<file path="src/rtl/core/rvdec_pkg.sv">
// Shared types, encodings and lookup tables for the RV32IM instruction decoder.
`timescale 1ns / 1ps

package rvdec_pkg;

    localparam int unsigned InstrWidth  = 32;
    localparam int unsigned ResultWidth = 75;
    localparam int unsigned ResultBytes = (ResultWidth + 7) / 8;

    // Major opcodes
    localparam logic [6:0] OPC_OP     = 7'b0110011;
    localparam logic [6:0] OPC_OP_IMM = 7'b0010011;
    localparam logic [6:0] OPC_JALR   = 7'b1100111;
    localparam logic [6:0] OPC_LOAD   = 7'b0000011;
    localparam logic [6:0] OPC_SYSTEM = 7'b1110011;
    localparam logic [6:0] OPC_STORE  = 7'b0100011;
    localparam logic [6:0] OPC_LUI    = 7'b0110111;
    localparam logic [6:0] OPC_AUIPC  = 7'b0010111;
    localparam logic [6:0] OPC_BRANCH = 7'b1100011;
    localparam logic [6:0] OPC_JAL    = 7'b1101111;

    // funct7 values (also the upper immediate bits of the shift-right immediates)
    localparam logic [6:0] F7_BASE = 7'b0000000;
    localparam logic [6:0] F7_ALT  = 7'b0100000;
    localparam logic [6:0] F7_MEXT = 7'b0000001;

    localparam logic [2:0] F3_SR = 3'b101;

    localparam logic [11:0] IMM_ECALL  = 12'd0;
    localparam logic [11:0] IMM_EBREAK = 12'd1;

    typedef enum logic [2:0] {
        FMT_R    = 3'd0,
        FMT_I    = 3'd1,
        FMT_S    = 3'd2,
        FMT_U    = 3'd3,
        FMT_B    = 3'd4,
        FMT_J    = 3'd5,
        FMT_NONE = 3'd6
    } fmt_t;

    typedef enum logic [1:0] {
        ST_OK         = 2'd0,
        ST_BAD_OPCODE = 2'd1,
        ST_BAD_FIELD  = 2'd2
    } status_t;

    typedef enum logic [5:0] {
        I_ILLEGAL, I_LUI, I_AUIPC, I_JAL, I_JALR,
        I_BEQ, I_BNE, I_BLT, I_BGE, I_BLTU, I_BGEU,
        I_LB, I_LH, I_LW, I_LBU, I_LHU,
        I_SB, I_SH, I_SW,
        I_ADDI, I_SLTI, I_SLTIU, I_XORI, I_ORI, I_ANDI, I_SLLI, I_SRLI, I_SRAI,
        I_ADD, I_SUB, I_SLL, I_SLT, I_SLTU, I_XOR, I_SRL, I_SRA, I_OR, I_AND,
        I_MUL, I_MULH, I_MULHSU, I_MULHU, I_DIV, I_DIVU, I_REM, I_REMU,
        I_ECALL, I_EBREAK
    } instr_code_t;

    // Packed so that the format sits in the lowest bits, as on the output stream.
    typedef struct packed {
        logic [1:0]  decode_status;
        logic [5:0]  instruction_code;
        logic [31:0] immediate_value;
        logic [6:0]  func7_field;
        logic [4:0]  src_reg2;
        logic [4:0]  src_reg1;
        logic [2:0]  func3_field;
        logic [4:0]  dest_reg;
        logic [6:0]  major_opcode;
        logic [2:0]  encoding_format;
    } decode_result_t;

    function automatic instr_code_t r_base_code(input logic [2:0] f3);
        instr_code_t c;
        case (f3)
            3'd0:    c = I_ADD;
            3'd1:    c = I_SLL;
            3'd2:    c = I_SLT;
            3'd3:    c = I_SLTU;
            3'd4:    c = I_XOR;
            3'd5:    c = I_SRL;
            3'd6:    c = I_OR;
            default: c = I_AND;
        endcase
        return c;
    endfunction

    function automatic instr_code_t r_alt_code(input logic [2:0] f3);
        instr_code_t c;
        case (f3)
            3'd0:    c = I_SUB;
            3'd5:    c = I_SRA;
            default: c = I_ILLEGAL;
        endcase
        return c;
    endfunction

    function automatic instr_code_t r_mext_code(input logic [2:0] f3);
        instr_code_t c;
        case (f3)
            3'd0:    c = I_MUL;
            3'd1:    c = I_MULH;
            3'd2:    c = I_MULHSU;
            3'd3:    c = I_MULHU;
            3'd4:    c = I_DIV;
            3'd5:    c = I_DIVU;
            3'd6:    c = I_REM;
            default: c = I_REMU;
        endcase
        return c;
    endfunction

    function automatic instr_code_t load_code(input logic [2:0] f3);
        instr_code_t c;
        case (f3)
            3'd0:    c = I_LB;
            3'd1:    c = I_LH;
            3'd2:    c = I_LW;
            3'd4:    c = I_LBU;
            3'd5:    c = I_LHU;
            default: c = I_ILLEGAL;
        endcase
        return c;
    endfunction

    // Shift-right immediates are resolved separately, on imm[11:5].
    function automatic instr_code_t opimm_code(input logic [2:0] f3);
        instr_code_t c;
        case (f3)
            3'd0:    c = I_ADDI;
            3'd1:    c = I_SLLI;
            3'd2:    c = I_SLTI;
            3'd3:    c = I_SLTIU;
            3'd4:    c = I_XORI;
            3'd6:    c = I_ORI;
            3'd7:    c = I_ANDI;
            default: c = I_ILLEGAL;
        endcase
        return c;
    endfunction

    function automatic instr_code_t store_code(input logic [2:0] f3);
        instr_code_t c;
        case (f3)
            3'd0:    c = I_SB;
            3'd1:    c = I_SH;
            3'd2:    c = I_SW;
            default: c = I_ILLEGAL;
        endcase
        return c;
    endfunction

    function automatic instr_code_t branch_code(input logic [2:0] f3);
        instr_code_t c;
        case (f3)
            3'd0:    c = I_BEQ;
            3'd1:    c = I_BNE;
            3'd4:    c = I_BLT;
            3'd5:    c = I_BGE;
            3'd6:    c = I_BLTU;
            3'd7:    c = I_BGEU;
            default: c = I_ILLEGAL;
        endcase
        return c;
    endfunction

endpackage

</file>
<file path="src/rtl/core/rvdec_pipe_reg.sv">
// One valid/ready register stage that holds a beat until the next stage takes it.
`timescale 1ns / 1ps

module rvdec_pipe_reg #(
    parameter int unsigned WIDTH = 32
) (
    input  logic             clk,
    input  logic             rst_n,
    input  logic             in_valid,
    output logic             in_ready,
    input  logic [WIDTH-1:0] in_data,
    output logic             out_valid,
    input  logic             out_ready,
    output logic [WIDTH-1:0] out_data
);

    logic             valid_reg;
    logic [WIDTH-1:0] data_reg;

    // The stage refills in the same cycle that its beat leaves.
    assign in_ready  = !valid_reg || out_ready;
    assign out_valid = valid_reg;
    assign out_data  = data_reg;

    always_ff @(posedge clk or negedge rst_n)
    begin
        if (!rst_n)
        begin
            valid_reg <= 1'b0;
        end
        else if (in_ready)
        begin
            valid_reg <= in_valid;
        end
    end

    always_ff @(posedge clk)
    begin
        if (in_valid && in_ready)
        begin
            data_reg <= in_data;
        end
    end

endmodule

</file>
<file path="src/rtl/core/rvdec_decode.sv">
// Combinational field extraction, immediate assembly and instruction matching.
`timescale 1ns / 1ps

module rvdec_decode (
    input  logic [31:0]                  raw_instruction,
    output rvdec_pkg::decode_result_t    result
);

    import rvdec_pkg::*;

    logic [6:0]  op;
    logic [4:0]  rd;
    logic [2:0]  f3;
    logic [4:0]  rs1;
    logic [4:0]  rs2;
    logic [6:0]  f7;
    logic [11:0] imm12;
    fmt_t        fmt;
    instr_code_t code;
    status_t     status;

    assign op    = raw_instruction[6:0];
    assign rd    = raw_instruction[11:7];
    assign f3    = raw_instruction[14:12];
    assign rs1   = raw_instruction[19:15];
    assign rs2   = raw_instruction[24:20];
    assign f7    = raw_instruction[31:25];
    assign imm12 = raw_instruction[31:20];

    always_comb
    begin
        result              = '0;
        result.major_opcode = op;
        fmt                 = FMT_NONE;
        code                = I_ILLEGAL;

        case (op)
            OPC_OP:
            begin
                fmt                 = FMT_R;
                result.dest_reg     = rd;
                result.func3_field  = f3;
                result.src_reg1     = rs1;
                result.src_reg2     = rs2;
                result.func7_field  = f7;
                if (f7 == F7_BASE)
                begin
                    code = r_base_code(f3);
                end
                else if (f7 == F7_ALT)
                begin
                    code = r_alt_code(f3);
                end
                else if (f7 == F7_MEXT)
                begin
                    code = r_mext_code(f3);
                end
            end
            OPC_OP_IMM, OPC_JALR, OPC_LOAD, OPC_SYSTEM:
            begin
                fmt                    = FMT_I;
                result.dest_reg        = rd;
                result.func3_field     = f3;
                result.src_reg1        = rs1;
                result.immediate_value = {20'd0, imm12};
                case (op)
                    OPC_LOAD:
                    begin
                        code = load_code(f3);
                    end
                    OPC_OP_IMM:
                    begin
                        if (f3 == F3_SR)
                        begin
                            if (f7 == F7_BASE)
                            begin
                                code = I_SRLI;
                            end
                            else if (f7 == F7_ALT)
                            begin
                                code = I_SRAI;
                            end
                        end
                        else
                        begin
                            code = opimm_code(f3);
                        end
                    end
                    OPC_JALR:
                    begin
                        code = I_JALR;
                    end
                    default:
                    begin
                        // SYSTEM: only the whole 12-bit immediate is checked.
                        if (imm12 == IMM_ECALL)
                        begin
                            code = I_ECALL;
                        end
                        else if (imm12 == IMM_EBREAK)
                        begin
                            code = I_EBREAK;
                        end
                    end
                endcase
            end
            OPC_STORE:
            begin
                fmt                    = FMT_S;
                result.func3_field     = f3;
                result.src_reg1        = rs1;
                result.src_reg2        = rs2;
                result.immediate_value = {20'd0, f7, rd};
                code                   = store_code(f3);
            end
            OPC_LUI, OPC_AUIPC:
            begin
                fmt                    = FMT_U;
                result.dest_reg        = rd;
                result.immediate_value = {raw_instruction[31:12], 12'd0};
                code                   = (op == OPC_LUI) ? I_LUI : I_AUIPC;
            end
            OPC_BRANCH:
            begin
                fmt                    = FMT_B;
                result.func3_field     = f3;
                result.src_reg1        = rs1;
                result.src_reg2        = rs2;
                result.immediate_value = {19'd0, raw_instruction[31], raw_instruction[7],
                                          raw_instruction[30:25], raw_instruction[11:8],
                                          1'b0};
                code                   = branch_code(f3);
            end
            OPC_JAL:
            begin
                fmt                    = FMT_J;
                result.dest_reg        = rd;
                result.immediate_value = {11'd0, raw_instruction[31], raw_instruction[19:12],
                                          raw_instruction[20], raw_instruction[30:21],
                                          1'b0};
                code                   = I_JAL;
            end
            default:
            begin
                fmt = FMT_NONE;
            end
        endcase

        if (fmt == FMT_NONE)
        begin
            status = ST_BAD_OPCODE;
        end
        else if (code == I_ILLEGAL)
        begin
            status = ST_BAD_FIELD;
        end
        else
        begin
            status = ST_OK;
        end

        result.encoding_format  = fmt;
        result.instruction_code = code;
        result.decode_status    = status;
    end

endmodule

</file>
<file path="src/rtl/core/rv32im_instruction_decoder_unit.sv">
// Top level of the RV32IM instruction decoder: input stage, decode logic, result stage.
`timescale 1ns / 1ps

// Usage
// -----
// Instruction words arrive as beats on the s_axis channel, one 32-bit word per
// beat. Each word produces exactly one result beat on the m_axis channel, in
// order, carrying the encoding format, the register and function fields, the
// assembled immediate, the instruction code and a status.
// A word is captured in an input register, decoded by purely combinational
// logic, and the result is captured in an output register, from which it is
// presented on m_axis.
// Throughput is one instruction per cycle while m_axis_tready stays high:
// both register stages refill in the same cycle that they empty, so
// back-to-back beats flow without bubbles.
// When the receiver holds m_axis_tready low, the result stays on m_axis, the
// input stage fills behind it and s_axis_tready falls once both stages hold a
// beat; at most two words are held inside the block.
// Reset (rst_n low, asynchronous) empties both stages; the block keeps no
// other state and needs no configuration.

module rv32im_instruction_decoder_unit (
    input  logic        clk,
    input  logic        rst_n,
    input  logic        s_axis_tvalid,
    output logic        s_axis_tready,
    input  logic [31:0] s_axis_tdata,   // [31:0] raw_instruction
    output logic        m_axis_tvalid,
    input  logic        m_axis_tready,
    // [2:0] encoding_format, [9:3] major_opcode, [14:10] dest_reg,
    // [17:15] func3_field, [22:18] src_reg1, [27:23] src_reg2,
    // [34:28] func7_field, [66:35] immediate_value, [72:67] instruction_code,
    // [74:73] decode_status, [79:75] zero
    output logic [rvdec_pkg::ResultBytes*8-1:0] m_axis_tdata
);

    import rvdec_pkg::*;

    logic                   word_valid;
    logic                   word_ready;
    logic [InstrWidth-1:0]  word;
    decode_result_t         dec_result;
    logic [ResultWidth-1:0] out_data;
    decode_result_t         out_res;

    rvdec_pipe_reg #(
        .WIDTH (InstrWidth)
    ) u_in_stage (
        .clk       (clk),
        .rst_n     (rst_n),
        .in_valid  (s_axis_tvalid),
        .in_ready  (s_axis_tready),
        .in_data   (s_axis_tdata),
        .out_valid (word_valid),
        .out_ready (word_ready),
        .out_data  (word)
    );

    rvdec_decode u_decode (
        .raw_instruction (word),
        .result          (dec_result)
    );

    rvdec_pipe_reg #(
        .WIDTH (ResultWidth)
    ) u_out_stage (
        .clk       (clk),
        .rst_n     (rst_n),
        .in_valid  (word_valid),
        .in_ready  (word_ready),
        .in_data   (dec_result),
        .out_valid (m_axis_tvalid),
        .out_ready (m_axis_tready),
        .out_data  (out_data)
    );

    assign out_res      = decode_result_t'(out_data);
    assign m_axis_tdata = {{(ResultBytes*8-ResultWidth){1'b0}}, out_data};

    // An accepted word must be held in the input stage on the next cycle.
    assert property (@(posedge clk) disable iff (!rst_n)
        (s_axis_tvalid && s_axis_tready) |=> word_valid)
        else $error("accepted instruction word was lost by the input stage");

    assert property (@(posedge clk) disable iff (!rst_n)
        (m_axis_tvalid && (out_res.decode_status == ST_OK))
            |-> (out_res.instruction_code != I_ILLEGAL))
        else $error("result marked ok without an instruction code");

    assert property (@(posedge clk) disable iff (!rst_n)
        (m_axis_tvalid && (out_res.encoding_format == FMT_NONE))
            |-> ((out_res.decode_status == ST_BAD_OPCODE)
                 && (out_res.immediate_value == '0)
                 && (out_res.dest_reg == '0)
                 && (out_res.instruction_code == I_ILLEGAL)))
        else $error("unknown opcode produced non-zero fields or wrong status");

    assert property (@(posedge clk) disable iff (!rst_n)
        (m_axis_tvalid && (out_res.encoding_format == FMT_R))
            |-> (out_res.immediate_value == '0))
        else $error("register-format result carries an immediate");

endmodule

</file>
<file path="config.mk">
export PLATFORM = sky130hd
export DESIGN_NAME = rv32im_instruction_decoder_unit
export DESIGN_NICKNAME = d
export VERILOG_FILES = /design/src/rtl/core/rvdec_pkg.sv /design/src/rtl/core/rvdec_pipe_reg.sv /design/src/rtl/core/rvdec_decode.sv /design/src/rtl/core/rv32im_instruction_decoder_unit.sv
export SDC_FILE = /design/constraint.sdc
export NUM_CORES = 1
export LEC_CHECK = 0
export ABC_CLOCK_PERIOD_IN_PS = 5300
export BUFFER_PORTS_ARGS = -buffer_cell sky130_fd_sc_hd__clkbuf_2
export CAP_MARGIN = 20
export CORE_UTILIZATION = 35
export CTS_CLUSTER_DIAMETER = 200
export DETAILED_ROUTE_END_ITERATION = 6
export GPL_TIMING_DRIVEN = 0
export SLEW_MARGIN = 20
export SYNTH_ARGS = -nofsm -noshare
export SYNTH_HDL_FRONTEND = slang
export SYNTH_HIERARCHICAL = 1
export SYNTH_SLANG_ARGS = --single-unit
</file>
<file path="constraint.sdc">
create_clock -name clk -period 5.3 [get_ports clk]
set_clock_uncertainty 0.15 [all_clocks]
set_input_delay 1.06 -clock clk [delete_from_list [all_inputs] [get_ports clk]]
set_output_delay 1.06 -clock clk [all_outputs]
set_load 0.01 [all_outputs]
</file>
Word level (Yosys, flattened, before mapping). Cells that the tools add are included.

Bits in registers: 109. Output and inout bits: 82. Word-level logic and storage cells: 66.

Equality and inequality tests: 21. Mux-type cells: 21. Reductions and logical operators: 15.

Operators with widths (count): case mux 32 bit (5 select lines) (1); 2-to-1 mux 6 bit (7); case mux 6 bit (7 select lines) (1); case mux 6 bit (6 select lines) (1); case mux 5 bit (7 select lines) (1); == test 7 x 6 -> 1 bit, second input constant (4); == test 7 bit, second input constant (4); case mux 4 bit (7 select lines) (1); case mux 4 bit (6 select lines) (1); case mux 4 bit (5 select lines) (1); case mux 3 bit (6 select lines) (1); case mux 6 bit (3 select lines) (1); == test 3 bit, second input constant (5); case mux 5 bit (3 select lines) (1); == test 7 x 5 -> 1 bit, second input constant (2); == test 12 x 1 -> 1 bit, second input constant (1); zero test 12 bit (1); case mux 6 bit (2 select lines) (1); OR reduction 8 bit (1); == test 7 x 1 -> 1 bit, second input constant (1); == test 7 x 2 -> 1 bit, second input constant (1); zero test 7 bit (1); OR reduction 7 bit (1); == test 3 x 2 -> 1 bit, second input constant (2); other kinds (11) (15).

Depth between registers and ports, before layout. Gate-level depths: netlist (run 1).

Word-level depth: 8. Gate-level depth with buffers: 9.

Modules after synthesis. Netlist (run 1), hierarchy kept.

Modules (own cells, without submodules): rvdec_pipe_reg (u_out_stage) (times used 1, cells each 79, area an instance 2306.0 um2, seq. area each 2277.2 um2); rvdec_decode (times used 1, cells each 209, area an instance 1306.3 um2, seq. area each 0.0 um2); rvdec_pipe_reg (u_in_stage) (times used 1, cells each 36, area an instance 1014.7 um2, seq. area each 985.9 um2); rv32im_instruction_decoder_unit (times used 1, cells each 6, area an instance 41.3 um2, seq. area each 0.0 um2).

Least setup slack after synthesis (run 1). Ideal clock, no wire load.

Path type: input port to output port. Start point: in m_axis_tready. End point: out s_axis_tready. Data arrival time: 1.334 ns. Data required time: 4.090 ns. Slack: 2.756 ns. Cell stages on the path: 2. Path buffers: 0. Cell sequence: nand2b_4 > nand2b_4.

Cells in the longest elaborated chain, start to end: 2.

Ends and longest elaborated chain: start, declared (RTL line rv32im_instruction_decoder_unit.sv:29) `input logic m_axis_tready,`; logical OR 1 bit (2 in a row) (RTL line rvdec_pipe_reg.sv:21) `assign in_ready = !valid_reg || out_ready;`; end, declared (RTL line rv32im_instruction_decoder_unit.sv:26) `output logic s_axis_tready,`.

No other way between the ends.

Final worst setup path (run 1).
Start point: in m_axis_tready. End point: out s_axis_tready.

Cells in the longest elaborated chain, start to end: 2.

Ends and longest elaborated chain: logical OR 1 bit (RTL line rvdec_pipe_reg.sv:21); net word_ready (RTL line rv32im_instruction_decoder_unit.sv:40) `logic word_ready;`; logical OR 1 bit (RTL line rvdec_pipe_reg.sv:21).

The timed path passes the listed nets, and every way through them passes these cells.

==> results of run 1 <==
## layout make-up
class / count / share of cell area
flip-flops and latches: 109 / 0.566
multi-input cells: 194 / 0.214
repair buffers: 112 / 0.0972
clock buffers: 11 / 0.0421
well taps: 172 / 0.0373
plain buffers: 27 / 0.0297
clock inverters: 5 / 0.0115
inverters: 4 / 0.00260
## report_power, final
group / switching, mW / internal [mW]
sequential: 0.0256 / 1.01
combinational: 0.105 / 0.0657
clock: 0.304 / 0.386
total: 0.435 / 1.46
## per-layer routing
metal  up-vias  wire length, um  part of all wire
li1       1480                -                 -
met1      1513             4650              0.45
met2       101             4870              0.47
met3        12              661             0.064
met4         0              148             0.014
met5         -                0                 0
## synth_stat cells (all sizes together), types with 3 or more instances
| cell | instances | area, um^2 |
|---|---|---|
| clkbuf | 4 | 15.0 |
| nand2b | 6 | 52.6 |
| nor3 | 6 | 40.0 |
| nand3b | 4 | 33.8 |
| nor2b | 8 | 50.1 |
| or3 | 3 | 23.8 |
| buf | 23 | 156 |
| o21ai | 10 | 50.0 |
| nand2 | 15 | 58.8 |
| nor2 | 19 | 71.3 |
| nand4 | 3 | 25.0 |
| a21oi | 13 | 65.1 |
| nand3 | 7 | 35.0 |
| or2 | 3 | 18.8 |
| and2 | 43 | 274 |
| edfxtp | 107 | 3210 |
| a21o | 3 | 22.5 |
| a22o | 7 | 61.3 |
| inv | 4 | 15.0 |
| o22ai | 4 | 25.0 |
## through the flow
step | std cells | worst slack (ns)
floorplan | 334 | 2.76
global placement | 618 | 2.56
detailed placement | 618 | 2.54
CTS | 634 | 2.54
global route | 634 | 2.43
finish | 634 | 2.55
## worst max path at each step
| stage | end | cells after the start | slack (ns) | startpoint |
|---|---|---|---|---|
| 2_1_floorplan | s_axis_tready | 2 | 2.76 | m_axis_tready |
| 3_3_place_gp | s_axis_tready | 4 | 2.56 | m_axis_tready |
| 3_5_place_dp | s_axis_tready | 4 | 2.54 | m_axis_tready |
| 4_1_cts | s_axis_tready | 4 | 2.54 | m_axis_tready |
| 5_1_grt | u_out_stage/out_data[74]$_DFFE_PP_ | 7 | 2.43 | u_in_stage/out_data[31]$_DFFE_PP_ |
| 6_report | s_axis_tready | 4 | 2.55 | m_axis_tready |
## kinds of logic after synthesis
family	count (synthesis)	synth area share
AND/OR/NAND/NOR	130	0.173
flip-flops	109	0.699
AO/OA/AOI/OAI	58	0.0852
buffers and inverters	31	0.0399
XOR/XNOR	1	0.00188
other	1	0.000803
## flip-flops by register name, summed over array words and instances, names as in the netlist
| name | count |
|---|---|
| u_in_stage/out_data | 32 |
| u_out_stage/out_valid | 1 |
| u_out_stage/out_data | 75 |
| u_in_stage/out_valid | 1 |
==> impl_metrics.ini, run 1 <==
[outcome]
status = finished clean

[setup_path]
rr_startpoint = u_in_stage/out_data[31]$_DFFE_PP_
end_kind = primary output
cpPeakStageDelay_ns = 0.14
cpLargestDelayFamily = simple AND/OR/NAND/NOR gates
arrival_ns = 1.54
r2r-end = u_out_stage/out_data[74]$_DFFE_PP_
critPathMaxFanout = 3
worstSetupPathType = input port to primary output
slowest_stage = nand2b_4
critical_path_required_ns = 4.09
crit_chain = clkbuf_2 -> nand2b_4 -> nand2b_4 -> clkbuf_2
startpoint_type = input port
crit_buf_inv = 2
r2r_cells = 7
ff2ff_setup_slack_ns = 2.62

[run]
drv_cap = 0

[sta]
fin_crit_sh = 0.520
clock.fmax_mhz = 363
fin_setup_tns_ns = 0
relSlewSlack = 0.323
rsz0062_at_grt = false
finalHoldViolCount = 0
drv_slew = 0
hold-worst-slack_ns = 0.323
worst_pin_slew_ns = 1.02
setup_viol = 0
min_period_ns = 2.75

[cts]
htreeDepth = 3
clockBufferDepth = 2
cts.clk_slew.worst_paths_ns = 0.07
cts_tree = done
cts-resized-gates = 0
hold_buffers = 0
cts_setup_buffers = 0
clock_sinks = 109
cts_buffers = 9
clk-insertion-delay-late_ns = 0.35
cts_root_buf = clkbuf_16

[yosys]
ys.flop_type = edfxtp_1
async_flop_share = 0.0183
syn_area_mm2 = 0.00467
synthCells = 330
yosys_warnings = 6
ys_seq_area_frac = 0.699
synth.avg_cell_area_um2 = 14.1
synth_edf_count = 107
yosysUniqueCellTypes = 62
ys_ff_latch = 109

[min_path]
holdCritPathClass = input port to asynchronous set/reset pin

[drt]
routed_wirelength_um = 10300
drt-pass1-iter-count = 4
vias = 3106
drtIter0Drc = 259
vias_per_cell = 4.90
wire_per_inst_um = 16.3
antenna_left = 0
drc = 0

[floorplanning]
coreArea_mm2 = 0.0128
die_h_um = 117
die_x_um = 117
row_count = 41
ios = 118
dieArea_mm2 = 0.0138
start_util = 0.364

[power_and_ir_drop]
p_leak_nw = 2.32
ir_drop_v = 0.000139
power_mw = 1.90
powerDensity_mw_per_mm2 = 329

[finish]
fin_util = 0.450
final_common_cell = clkbuf_2
fillers = 1237
n_antenna_cell = 0
drive_gt1_frac = 0.364
final_cell_mix = clkbuf_2 (112), edfxtp_1 (107), and2_1 (41)
num-nets-final = 493
areaGrowthSynthToFinish_pct = 23.6
design_area_mm2 = 0.00577
seqCellArea_mm2 = 0.00326
multiInputGateArea_mm2 = 0.00123

[place]
io_buffers = 112
gp_congestion = 0.827
dp_hpwl_um = 7310
placed_area_mm2 = 0.00546

[global_route]
antenna_found_initial = 0
met3_usage = 0.0446
grt_max_degree = 76
grt_util_met1 = 0.209
grt_usage = 0.157
grt_pass1_wl_um = 16300
busiest_layer = met2
grt_overflow = 0
grt_pass1_vias = 2928
grtUsageMet2 = 0.243
Note: power is estimated with default switching activity, not from simulation.
==> inputs of run 2 (changes only) <==
--- a/config.mk
+++ b/config.mk
@@ -5,7 +5,7 @@
 export SDC_FILE = /design/constraint.sdc
 export NUM_CORES = 1
 export LEC_CHECK = 0
-export ABC_CLOCK_PERIOD_IN_PS = 5300
+export ABC_CLOCK_PERIOD_IN_PS = 2800
 export BUFFER_PORTS_ARGS = -buffer_cell sky130_fd_sc_hd__clkbuf_2
 export CAP_MARGIN = 20
 export CORE_UTILIZATION = 35
==> constraint.sdc (replaced) <==
create_clock -name clk -period 2.8 [get_ports clk]
set_clock_uncertainty 0.15 [all_clocks]
set_input_delay 0.56 -clock clk [delete_from_list [all_inputs] [get_ports clk]]
set_output_delay 0.56 -clock clk [all_outputs]
set_load 0.01 [all_outputs]
==> impl_metrics.ini, run 2 (synthesis gave the netlist of run 1 again) <==
[cts]
clockBufferDepth = 2
clk-insertion-delay-late_ns = 0.35
cts.clk_slew.worst_paths_ns = 0.07
cts_buffers = 9
cts_root_buf = clkbuf_16
cts_tree = done
clock_sinks = 109
htreeDepth = 3
cts-resized-gates = 0

[place]
dp_hpwl_um = 7310
gp_congestion = 0.827
io_buffers = 112
pre_cts_ws_ns = 0.157
placed_area_mm2 = 0.00546

[min_path]
min_from = s_axis_tdata[2]
whs_path_depth = 1
min_to = u_in_stage/out_data[2]$_DFFE_PP_
holdCritPathClass = input port to flop

[finish]
largest_reg_flops = 75
fin_util = 0.452
final_common_cell = clkbuf_2
areaGrowthSynthToFinish_pct = 24.3
design_area_mm2 = 0.00580
n_antenna_cell = 0
drive_gt1_frac = 0.367
num-nets-final = 497
fillers = 1236
final_cell_mix = clkbuf_2 (112), edfxtp_1 (107), and2_1 (41)

[sta]
drv_slew = 0
clock.fmax_mhz = 384
relSlewSlack = 0.329
worst_pin_slew_ns = 1.01
min_period_ns = 2.61
setup_viol = 0
rsz0062_at_grt = false
finalHoldViolCount = 0
fin_setup_tns_ns = 0
timing.final.ws_setup_ns = 0.192
fin_crit_sh = 0.931

[setup_path]
slowest_stage = nor3_1
critPathMaxFanout = 6
cpLargestDelayFamily = simple AND/OR/NAND/NOR gates
critical_path_required_ns = 2.75
end_kind = flop
crit_chain = nor3_2 -> nand3b_1 -> nor3_1 -> o22ai_1 -> nand3_1 -> or4_4 -> nor4_2
rr_startpoint = u_in_stage/out_data[31]$_DFFE_PP_
r2r_cells = 7
crit_buf_inv = 0
cpPeakStageDelay_ns = 0.65
worstSetupPathType = flop to flop
r2r-end = u_out_stage/out_data[74]$_DFFE_PP_
startpoint_type = flop
arrival_ns = 2.55
ff2ff_setup_slack_ns = 0.19

[floorplanning]
die_x_um = 117
ios = 118
start_util = 0.364
dieArea_mm2 = 0.0138
row_count = 41
coreArea_mm2 = 0.0128
die_h_um = 117

[drt]
drc = 0
routed_wirelength_um = 10300
drtIter0Drc = 234
antenna_left = 0
drt-pass1-iter-count = 4
vias = 3127
vias_per_cell = 4.90
wire_per_inst_um = 16.2

[global_route]
antenna_found_initial = 0
grt_pass1_wl_um = 16300
grt_max_degree = 76
grt_overflow = 0
grt_usage = 0.157
grt_pass1_vias = 2928

[power_and_ir_drop]
p_leak_nw = 2.34
power_mw = 3.59
powerDensity_mw_per_mm2 = 620
ir_drop_v = 0.000261

[outcome]
status = finished clean

[run]
drv_cap = 0
[run 2: area by class of cell]
| class | instances | area, um^2 | area share |
|---|---|---|---|
| plain buffers | 27 | 171 | 0.0296 |
| clock buffers | 11 | 243 | 0.0418 |
| clock inverters | 5 | 66.3 | 0.0114 |
| inverters | 4 | 15.0 | 0.00259 |
| multi-input cells | 194 | 1230 | 0.213 |
| flip-flops and latches | 109 | 3260 | 0.563 |
| well taps | 172 | 215 | 0.0371 |
| repair buffers | 116 | 593 | 0.102 |
[run 2: report_power, final]
group	switching [mW]	internal [mW]
sequential	0.0482	1.92
combinational	0.199	0.126
clock	0.576	0.731
total	0.823	2.77
[run 2: routing by layer]
layer / global-route usage / vias up / part of all wire / wire length, um
li1: - / 1488 / - / -
met1: 0.209 / 1519 / 0.45 / 4660
met2: 0.243 / 108 / 0.47 / 4890
met3: 0.0446 / 12 / 0.064 / 665
met4: 0.0577 / 0 / 0.013 / 133
met5: 0 / - / 0 / 0
[run 2: how the worst max path moves through the flow]
stage,slack [ns],endpoint,cells past startpoint,start
floorplan,0.57,u_out_stage/out_data[74]$_DFFE_PP_,7,u_in_stage/out_data[3]$_DFFE_PP_
global placement,0.17,u_out_stage/out_data[74]$_DFFE_PP_,7,u_in_stage/out_data[31]$_DFFE_PP_
detailed placement,0.16,u_out_stage/out_data[74]$_DFFE_PP_,7,u_in_stage/out_data[31]$_DFFE_PP_
CTS,0.14,u_out_stage/out_data[74]$_DFFE_PP_,7,u_in_stage/out_data[31]$_DFFE_PP_
global route,0.02,u_out_stage/out_data[74]$_DFFE_PP_,8,u_in_stage/out_data[6]$_DFFE_PP_
finish,0.19,u_out_stage/out_data[74]$_DFFE_PP_,7,u_in_stage/out_data[31]$_DFFE_PP_
[run 2: metrics by stage]
step | std cells | hold WS [ns]
after global routing | 638 | 0.209
after detailed placement | 618 | 0.197
after CTS | 635 | 0.211
after global placement | 618 | 0.196
final | 638 | 0.225
after floorplan | 334 | 0.114
[run 2: worst reg2reg max path: cells and delay by family (launching register included)]
kind	cells	cell delay [ns]
flops	1	0.50
compound gates	1	0.20
simple gates	6	1.50
[run 2: what timing repair did]
| action | in CTS | in global routing |
|---|---|---|
| buffers inserted | 0 | 3 |
| setup endpoints to repair | 0 | 1 |
| hold buffers | 1 | 0 |
| endpoints found under the hold margin | 2 | 0 |
==> inputs of run 3 (changes only) <==
--- a/config.mk
+++ b/config.mk
@@ -5,6 +5,7 @@
 export SDC_FILE = /design/constraint.sdc
 export NUM_CORES = 1
 export LEC_CHECK = 0
+export ABC_AREA = 1
 export ABC_CLOCK_PERIOD_IN_PS = 2800
 export BUFFER_PORTS_ARGS = -buffer_cell sky130_fd_sc_hd__clkbuf_2
 export CAP_MARGIN = 20
==> impl_metrics.ini, run 3 <==
[power_and_ir_drop]
p_int_mw = 2.76
p_sw_uw = 861
powerDensity_mw_per_mm2 = 599
switching_share = 0.238
p_leak_nw = 2.79
pwr-share-seq = 0.539
pwr-share-comb = 0.103
pwr-share-clk = 0.358
ir_drop_v = 0.000341

[sta]
clock.fmax_mhz = 500
fin_setup_tns_ns = 0
worst_pin_slew_ns = 0.557
fin_crit_sh = 0.715
relSlewSlack = 0.628
drv_slew = 0
rsz0062_at_grt = false
finalHoldViolCount = 0
min_period_ns = 2.00
setup_viol = 0
timing.final.ws_setup_ns = 0.799

[setup_path]
critPathMaxFanout = 5
worstSetupPathType = flop to flop
end_kind = flop
rr_startpoint = u_in_stage/out_data[31]$_DFFE_PP_
ff2ff_setup_slack_ns = 0.80
crit_start = u_in_stage/out_data[31]$_DFFE_PP_
setup.worst_path.end = u_out_stage/out_data[74]$_DFFE_PP_
critical_path_required_ns = 2.76
r2r-end = u_out_stage/out_data[74]$_DFFE_PP_
arrival_ns = 1.96
startpoint_type = flop
r2r_cells = 12

[cts]
clk-insertion-delay-late_ns = 0.35
cts.clk_slew.worst_paths_ns = 0.07
cts-resized-gates = 0
clockBufferDepth = 2
cts_buffers = 9
htreeDepth = 3
cts_setup_buffers = 0
cts_tree = done
cts_root_buf = clkbuf_16
clock_sinks = 109

[yosys]
ys_seq_area_frac = 0.679
ys.flop_type = edfxtp_1
synth_top_area_share = 0.669
synth.avg_cell_area_um2 = 11.3
netlist.top_cell.by_area = edfxtp_1
async_flop_share = 0.0183
synthCells = 426
yosys_warnings = 6
ys_ff_latch = 109
netlist_top_cells_area = edfxtp_1 (67%), nand2_1 (6.0%), nor2_1 (5.5%)
synth_edf_count = 107
synthTopCellsByCount = edfxtp_1 (107), nand2_1 (77), nor2_1 (71)
syn_area_mm2 = 0.00481
yosysUniqueCellTypes = 28
yosys.cell_count.top_type = edfxtp_1

[global_route]
grt_pass1_vias = 3220
antenna_found_initial = 0
grt_pass1_wl_um = 16100
grt_usage = 0.151
grt_max_degree = 29
grt_overflow = 0

[finish]
fin_util = 0.455
fillers = 1263
drive_gt1_frac = 0.369
final_cells = 739
num-nets-final = 594
final_common_cell = clkbuf_2
areaGrowthSynthToFinish_pct = 25.9
final_cell_mix = clkbuf_2 (112), edfxtp_1 (107), nand2_1 (77)
n_antenna_cell = 0
largest_reg_flops = 75

[floorplanning]
die_x_um = 119
die_h_um = 119
row_count = 42
start_util = 0.361
ios = 118
coreArea_mm2 = 0.0133
dieArea_mm2 = 0.0142

[drt]
drc = 0
vias_per_cell = 4.45
drtIter0Drc = 205
wire_per_inst_um = 13.7
vias = 3287
routed_wirelength_um = 10100
drt-pass1-iter-count = 6
antenna_left = 0

[place]
io_buffers = 112
place_inst = 722
pre_cts_ws_ns = 0.729
gp_congestion = 0.836
dp_hpwl_um = 7780

[run]
drv_cap = 0

[min_path]
holdCritPathClass = input port to flop

[outcome]
status = finished clean
-- run 3: cell count changes after synthesis, moves of 5 or more --
cell / before / now
nor2_4: 0 / 7
nand2_4: 0 / 5
a22o_1: 7 / 0
nand2_1: 14 / 77
inv_2: 1 / 16
nand2_2: 1 / 12
and2_1: 41 / 0
nor2b_1: 8 / 0
buf_2: 8 / 2
nor2_1: 19 / 71
inv_1: 3 / 40
nand3_1: 7 / 22
nor2_2: 0 / 10
-- run 3: worst min path at each step --
stage / from / end / cells after the start
2_1_floorplan: rst_n / u_in_stage/out_valid$_DFFE_PN0P_ / 0
3_3_place_gp: rst_n / u_in_stage/out_valid$_DFFE_PN0P_ / 1
3_5_place_dp: rst_n / u_in_stage/out_valid$_DFFE_PN0P_ / 1
4_1_cts: s_axis_tdata[9] / u_in_stage/out_data[9]$_DFFE_PP_ / 1
5_1_grt: s_axis_tdata[11] / u_in_stage/out_data[11]$_DFFE_PP_ / 1
6_report: s_axis_tdata[9] / u_in_stage/out_data[9]$_DFFE_PP_ / 1
-- run 3: timing repair --
action	in CTS	in global routing
endpoints found under the setup margin	0	0
hold endpoints to repair	2	0
hold buffers	1	0
-- run 3: worst max-delay path: stages (launching register included) --
cell and delay [ns]:
edfxtp_1 0.47, inv_2 0.17, nand2_1 0.09, nor2_2 0.18
nand2_1 0.08, nor2_1 0.13, nand2_1 0.12, nand2_2 0.10
nand2_1 0.06, inv_1 0.06, nor2_2 0.04, nand3_1 0.07
nor2_1 0.04
-- run 3: final cells by class --
class	count	area [um^2]	share of cell area
buffer	17	126	0.0209
clock buffer	9	225	0.0372
clock inverter	7	80.1	0.0132
inverter	57	216	0.0358
multi-input combinational	247	1240	0.205
sequential	109	3260	0.539
tap	176	220	0.0364
timing repair buffer	117	681	0.113
-- run 3: stage by stage --
stage	power, mW	area, um^2	hold WS, ns
3_5_place_dp	2.37	5730	0.199
2_1_floorplan	2.19	4840	0.114
4_1_cts	3.67	6050	0.220
6_report	3.62	6050	0.233
3_3_place_gp	2.33	5620	0.195
5_1_grt	3.77	6050	0.213
-- run 3: power groups by stage --
stage	logic, mW	registers (mW)	clock network [mW]
after floorplan	0.163	2.03	0
after global placement	0.337	2.00	0
after detailed placement	0.376	1.99	0
after CTS	0.379	1.96	1.34
after global routing	0.408	1.96	1.40
final	0.372	1.95	1.30
-- run 3: logic make-up after synthesis --
logic type      count (synthesis)  share of synthesized area
other cells                     1                   0.000780
flops                         109                      0.679
compound gates                 30                     0.0346
buf+inv                        74                     0.0713
simple gates                  212                      0.214
-- run 3: layer usage --
layer	share of wire	vias to the layer above	global-route usage	wire length, um
met5	0	-	0	0
met4	0.019	0	0.0672	191
li1	-	1659	-	-
met2	0.47	122	0.243	4730
met3	0.059	12	0.0297	598
met1	0.45	1494	0.197	4600
